$ cat src/hw/rtl/cor_pkg.sv
// Shared types and helpers for the circle overlap resolver.
// Used by cor_iter and circle_overlap_resolver_top; no dependencies.
`default_nettype none
package cor_pkg;

   // Operation of the shared iterative unit.
   typedef enum logic {
      ITER_DIV  = 1'b0,
      ITER_SQRT = 1'b1
   } iter_mode_type;

   // Command word from the sequencer to the iterative unit.
   typedef struct packed {
      logic          start;
      iter_mode_type mode;
      logic [63:0]   num;
      logic [31:0]   den;
   } iter_cmd_type;

   // Status word from the iterative unit back to the sequencer.
   typedef struct packed {
      logic        done;
      logic [47:0] result;
   } iter_stat_type;

   localparam int QUOT_STEPS = 48;
   localparam int ROOT_STEPS = 32;

   // Clamp a 36-bit signed value to the signed 32-bit range.
   function automatic logic [31:0] sat_word(input logic signed [35:0] v);
      logic [31:0] r;
      if (v > 36'sh07FFFFFFF) begin
         r = 32'h7FFF_FFFF;
      end else if (v < -36'sh080000000) begin
         r = 32'h8000_0000;
      end else begin
         r = v[31:0];
      end
      return r;
   endfunction

endpackage
`default_nettype wire

$ cat src/hw/rtl/cor_iter.sv
// Shared iterative unit: restoring divider (48-bit quotient) and integer
// square root (32-bit root). Depends on cor_pkg.
`default_nettype none
module cor_iter (
   input  wire                    clock,
   input  wire                    reset,
   input  cor_pkg::iter_cmd_type  cmd,
   output cor_pkg::iter_stat_type stat
);
   import cor_pkg::*;

   logic          busy_ff, busy_in;
   logic          done_ff, done_in;
   iter_mode_type mode_ff, mode_in;
   logic [5:0]    cnt_ff, cnt_in;
   logic [63:0]   work_ff, work_in;
   logic [34:0]   rem_ff, rem_in;
   logic [47:0]   res_ff, res_in;
   logic [31:0]   den_ff, den_in;

   logic [34:0] rem_sh;
   logic [35:0] diff;
   logic        ge;
   logic [5:0]  last_cnt;

   // One quotient bit or one root bit per cycle.
   always_comb begin
      rem_sh   = '0;
      diff     = '0;
      last_cnt = 6'(QUOT_STEPS - 1);
      unique case (mode_ff)
         ITER_DIV: begin
            rem_sh   = {rem_ff[33:0], work_ff[63]};
            diff     = {1'b0, rem_sh} - {4'b0, den_ff};
            last_cnt = 6'(QUOT_STEPS - 1);
         end
         ITER_SQRT: begin
            rem_sh   = {rem_ff[32:0], work_ff[63:62]};
            diff     = {1'b0, rem_sh} - {2'b0, res_ff[31:0], 2'b01};
            last_cnt = 6'(ROOT_STEPS - 1);
         end
         default: begin
            rem_sh = '0;
         end
      endcase
      ge = ~diff[35];
   end

   // Next-state logic of the unit.
   always_comb begin
      busy_in = busy_ff;
      done_in = 1'b0;
      mode_in = mode_ff;
      cnt_in  = cnt_ff;
      work_in = work_ff;
      rem_in  = rem_ff;
      res_in  = res_ff;
      den_in  = den_ff;
      if (cmd.start) begin
         busy_in = 1'b1;
         mode_in = cmd.mode;
         cnt_in  = '0;
         work_in = cmd.num;
         rem_in  = '0;
         res_in  = '0;
         den_in  = cmd.den;
      end else if (busy_ff) begin
         rem_in  = ge ? diff[34:0] : rem_sh;
         res_in  = {res_ff[46:0], ge};
         work_in = (mode_ff == ITER_SQRT) ? {work_ff[61:0], 2'b00} : {work_ff[62:0], 1'b0};
         cnt_in  = cnt_ff + 6'd1;
         if (cnt_ff == last_cnt) begin
            busy_in = 1'b0;
            done_in = 1'b1;
         end
      end
   end

   always_ff @(posedge clock) begin
      if (reset) begin
         busy_ff <= 1'b0;
         done_ff <= 1'b0;
      end else begin
         busy_ff <= busy_in;
         done_ff <= done_in;
      end
      mode_ff <= mode_in;
      cnt_ff  <= cnt_in;
      work_ff <= work_in;
      rem_ff  <= rem_in;
      res_ff  <= res_in;
      den_ff  <= den_in;
   end

   assign stat.done   = done_ff;
   assign stat.result = res_ff;

endmodule
`default_nettype wire

$ cat config.mk
export PLATFORM = sky130hd
export DESIGN_NAME = cor_iter
export DESIGN_NICKNAME = d
export VERILOG_FILES = /design/src/hw/rtl/cor_pkg.sv /design/src/hw/rtl/cor_iter.sv
export SDC_FILE = /design/constraint.sdc
export NUM_CORES = 1
export LEC_CHECK = 0
export BUFFER_PORTS_ARGS = -buffer_cell sky130_fd_sc_hd__buf_2
export CAP_MARGIN = 20
export CORE_MARGIN = 2
export CORE_UTILIZATION = 59
export DETAILED_ROUTE_END_ITERATION = 12
export PLACE_DENSITY = 0.92
export SYNTH_ARGS = -nofsm -noshare
export SYNTH_HDL_FRONTEND = slang
export SYNTH_SLANG_ARGS = --single-unit
$ cat constraint.sdc
create_clock -name clock -period 7.7 [get_ports clock]
set_input_delay 0.77 -clock clock [delete_from_list [all_inputs] [get_ports clock]]
set_output_delay 0.77 -clock clock [all_outputs]
set_load 0.005 [all_outputs]
# Word-level counts from Yosys, hierarchy flattened
# Index checks and enable logic that the tools add are counted.
# word_totals
ff_bits	187
latchBits	0
ram_bits	0
romBits	0
inputBits	100
out_inout_bits	49
word_cells	28
n_memories	0
# op_classes
add_sub_neg	3
n_mul	0
div	0
order_cmp	0
eq_ne	1
shift	0
n_mux	11
n_bitwise	3
reduce_logical	2
# ops
op	n
$mux W64	3
$pmux W36 S2	1
$pmux W34 S2	1
$sub A35 B32 Y36	1
$sub A35 B34 Y36	1
$mux W34	1
$pmux W6 S2	1
$add A6 B1 Y6 const B	1
$eq A6 B6 Y1	1
$mux W1	4
$not A1 Y1	3
$reduce_or A3 Y1	1
$reduce_bool A2 Y1	1

# Depth between registers and ports, before layout
# logic_depth
depth_word	6
ltp_mapped	15
ltp_nobuf	13

# Least setup slack after synthesis
# Ideal clock, no wire load.
# synth_path
path_type	reg2reg
start	reg work_ff[63]
end	reg rem_ff[32]
setup_ns	0.088
arrival_time_ns	3.172
required_time_ns	7.612
slack_ns	4.440
stages_incl_launch_ff	14
n_path_buf	0
synth_period_minus_slack_ns	3.260
cell_sequence	edfxtp_1 inv_1 ha_1 fa_1 nand2b_1 a21o_1 a31o_2 o211ai_2 a311oi_2 or3_1 a311o_1 mux2i_1 a211o_1 a311oi_2
# synth_between
elab_chain_cells	3
elab_cells_between_ends	4
cone_classes	2 x add/sub; 2 x mux
# synth_lines
element	line_no	source
from (decl)	cor_iter.sv:16	logic [63:0] work_ff, work_in;
from (signal assigned)	cor_iter.sv:89	work_ff <= work_in;
$sub A35 B34 Y36 / $sub A35 B32 Y36 (equally long branches)	cor_iter.sv:39, cor_iter.sv:34	
$pmux W36 S2 *	cor_iter.sv:31	unique case (mode_ff)
$mux W34 *	cor_iter.sv:68	rem_in = ge ? diff[34:0] : rem_sh;
to (signal assigned)	cor_iter.sv:90	rem_ff <= rem_in;
to (decl)	cor_iter.sv:17	logic [34:0] rem_ff, rem_in;
# Mark *: on every way between the ends. The rest lies on a longest branch, timed or not.
# A chain may end at the register's enable or synchronous reset.

# Worst setup path in the final report
# Ends and elaborated chain as after synthesis.

==> summary.txt <==
Synth
  – Yosys cell types: 85
  – Syn nets: 1491
  – Synth warn: 0
  – Top cells by count, synth: nand2_1 (139), mux2i_1 (126), nor2_1 (115), o21ai_0 (100), edfxtp_1 (97)
  – Synth Instances: 1324
  – Post-synth top area share: 24.0%
  – Top FF cell, synth: edfxtp_1
  – Sequential share of the synthesized area: 38.8%
  – FF+latch count, synth: 187
  – Post-Syn Area per Cell: 9.18 um^2
  – Mapped Area: 12200 um^2
  – Most common cell in the netlist: nand2_1
  – Post-synth EDFFs: 97
  – Top cell type by total area after synthesis: edfxtp_1
  – Ranking of synthesized cells by area: edfxtp_1 (24%), dfxtp_1 (15%), mux2i_1 (10%), ha_1 (6.8%), nand2_1 (4.3%)
  – Ys async rst share: 0%

Clock tree
  – Post-CTS Setup Bufs: 0
  – H-tree Lvls: 4
  – CTS Buffer Depth: 2
  – Clk_lat worst skew: 0.45 ns
  – CTS resizes: 0
  – Worst-path clk slew: 0.08 ns
  – Num CTS Buffers: 17
  – Clock Sinks: 187
  – TritonCTS clock tree: done
  – Root Buffer: clkbuf_16
  – Hold Buf Count CTS: 0

Detailed routing
  – Drt total wl: 30.2 mm
  – DR pass1 iterations: 5
  – Routed len/inst: 17.7 um
  – DRT iter0 DRCs: 869
  – Final ANT Viol Nets: 0
  – Drt drc: 0
  – Met1 wire length: 11.7 mm
  – DR vias/cell: 6.11
  – Vias: 10500
  – Met3 WL: 2.01 mm
  – Top sig layer: met4
  – Metal2 WL: 14.8 mm

Power and ir drop
  – Int Pwr: 3.14 mW
  – Comb power frac: 60.8%
  – Leakage power: 6.05 nW
  – PwrDens: 431 nW/um^2
  – Max VDD drop: 0.000328 V
  – Sw Ratio: 46.4%
  – P_sw: 2.72 mW
  – Register share of total power: 23.4%
  – Clock power share: 15.8%
  – Total power: 5.86 mW

STA
  – Sum Neg Setup Slack: 0 ns
  – Slew HR: 41.1%
  – Final critical-path required period: 3.69 ns
  – Worst slew pin tran: 0.884 ns
  – # setup viols final: 0
  – Worst Skew: 0.0138 ns
  – Final Hold Fails: 0
  – Fin. max-slew vios: 0
  – Unrepaired setup endpoints after global routing: no
  – FMAX: 271 MHz
  – Final period util: 47.9%

Floorplan
  – Die width: 148 um
  – CORE AREA: 20200 um^2
  – Rows: 52
  – Full die area: 21800 um^2
  – I/O pins: 149
  – Initial Utilization: 60.1%
  – Die Ht: 148 um

Setup path
  – WP data arrival: 4.05 ns
  – Critical path peak fanout: 3
  – Worst path required time: 8.06 ns
  – Setup crit start kind: flip-flop
  – Reg2reg setup slack: 4.01 ns
  – Setup CP Type: reg -> reg
  – Worst setup EP type: flip-flop

Finish
  – Multi-input gate area: 6790 um^2
  – Number of diodes: 0
  – Area delta synth->final: 11.8%
  – # fillers: 1574
  – Storage cell area: 4720 um^2
  – Share of cells above drive strength 1: 15.7%
  – # nets final: 1595

Global routing
  – Largest net degree at the start of global routing: 95
  – Total GRT Usage: 27.8%
  – Grt total ovfl: 0
  – First-pass GRT wire length: 48.7 mm
  – Initial antenna violation count: 1
  – Vias in the first global route: 10300

Status
  – Outcome: finished, final reports clean

Place
  – IO buf count: 148
  – DP Wirelength: 22.0 mm
  – Gpl congestion: 0.934

Min path
  – HP Class: in -> reg

Job
  – Max cap viols: 0
power by group through the flow:
stage / registers, mW / clock network [mW] / logic, mW
2_1_floorplan: 1.30 / 0 / 2.89
3_3_place_gp: 1.38 / 0 / 3.37
3_5_place_dp: 1.38 / 0 / 3.44
4_1_cts: 1.36 / 0.932 / 3.48
5_1_grt: 1.38 / 0.974 / 3.89
6_report: 1.37 / 0.926 / 3.56
layout by cell type, fill, tap and decap left out, drive strengths merged, types with 33 or more instances in the layout:
master	Yosys	layout
a21o	33	33
xnor2	36	36
mux2i	126	126
dfxtp	90	90
ha	66	66
nand2	140	140
a21oi	78	78
buf	28	156
nor2	115	115
inv	84	90
edfxtp	97	97
o21ai	112	112
worst max-delay path, cell delays in order, from the launching register on:
cell and delay [ns]:
edfxtp_1 0.38, inv_1 0.09, ha_1 0.22, fa_1 0.41
nand2b_1 0.19, a21o_1 0.20, a31o_2 0.24, o211ai_2 0.28
a311oi_2 0.18, or3_1 0.37, a311o_1 0.33, mux2i_1 0.14
a211o_1 0.33, a311oi_2 0.24
cells by family (layout without fill, tap and decap cells):
group                      count (synthesis)  after routing  synth area share, %
xor gates and xnor gates                  61             61                 4.39
adders and majority gates                 67             67                 6.96
buffers and inverters                    156            273                 5.39
AOI/OAI and AO/OA                        354            354                 19.7
DFF                                      187            187                 38.8
muxes                                    131            131                 11.1
and+or+nand+nor                          368            368                 13.6
worst paths after layout:
check / from / to / depth (start not counted)
max: work_ff[63] / rem_ff[32] / 13
min reg2reg: res_ff[44] / res_ff[44] / 2
min: reset / busy_ff / 2
max reg2reg: work_ff[63] / rem_ff[32] / 13
layer usage:
layer  GRT usage [%]  up-vias
li1                -     5013
met1            32.0     4858
met2            48.4      460
met3            5.22      120
met4            16.4        0
met5               0        -
state kept, by name, indices dropped and copies added (netlist names):
register and count:
work_ff 64, res_ff 48, rem_ff 34, den_ff 32, cnt_ff 6, busy_ff 1, done_ff 1, mode_ff 1
final cells by class:
type	count	area share, %
clock inverters	13	1.21
multi-input cells	981	49.9
clock buffers	19	3.41
flip-flops and latches	187	34.7
well taps	270	2.48
repair buffers	156	5.93
inverters	85	2.35
stage by stage:
step	hold WS [ns]	area [um^2]	setup slack [ns]	instances	util, %
final	0.482	13600	4.01	1711	67.2
after CTS	0.473	13600	4.04	1711	67.2
after detailed placement	0.483	13000	4.10	1679	64.1
after floorplan	0.468	12200	4.44	1324	-
after global routing	0.480	13600	3.86	1711	67.2
after global placement	0.472	13000	4.25	1679	64.1
(Power assumes the default switching activity.)
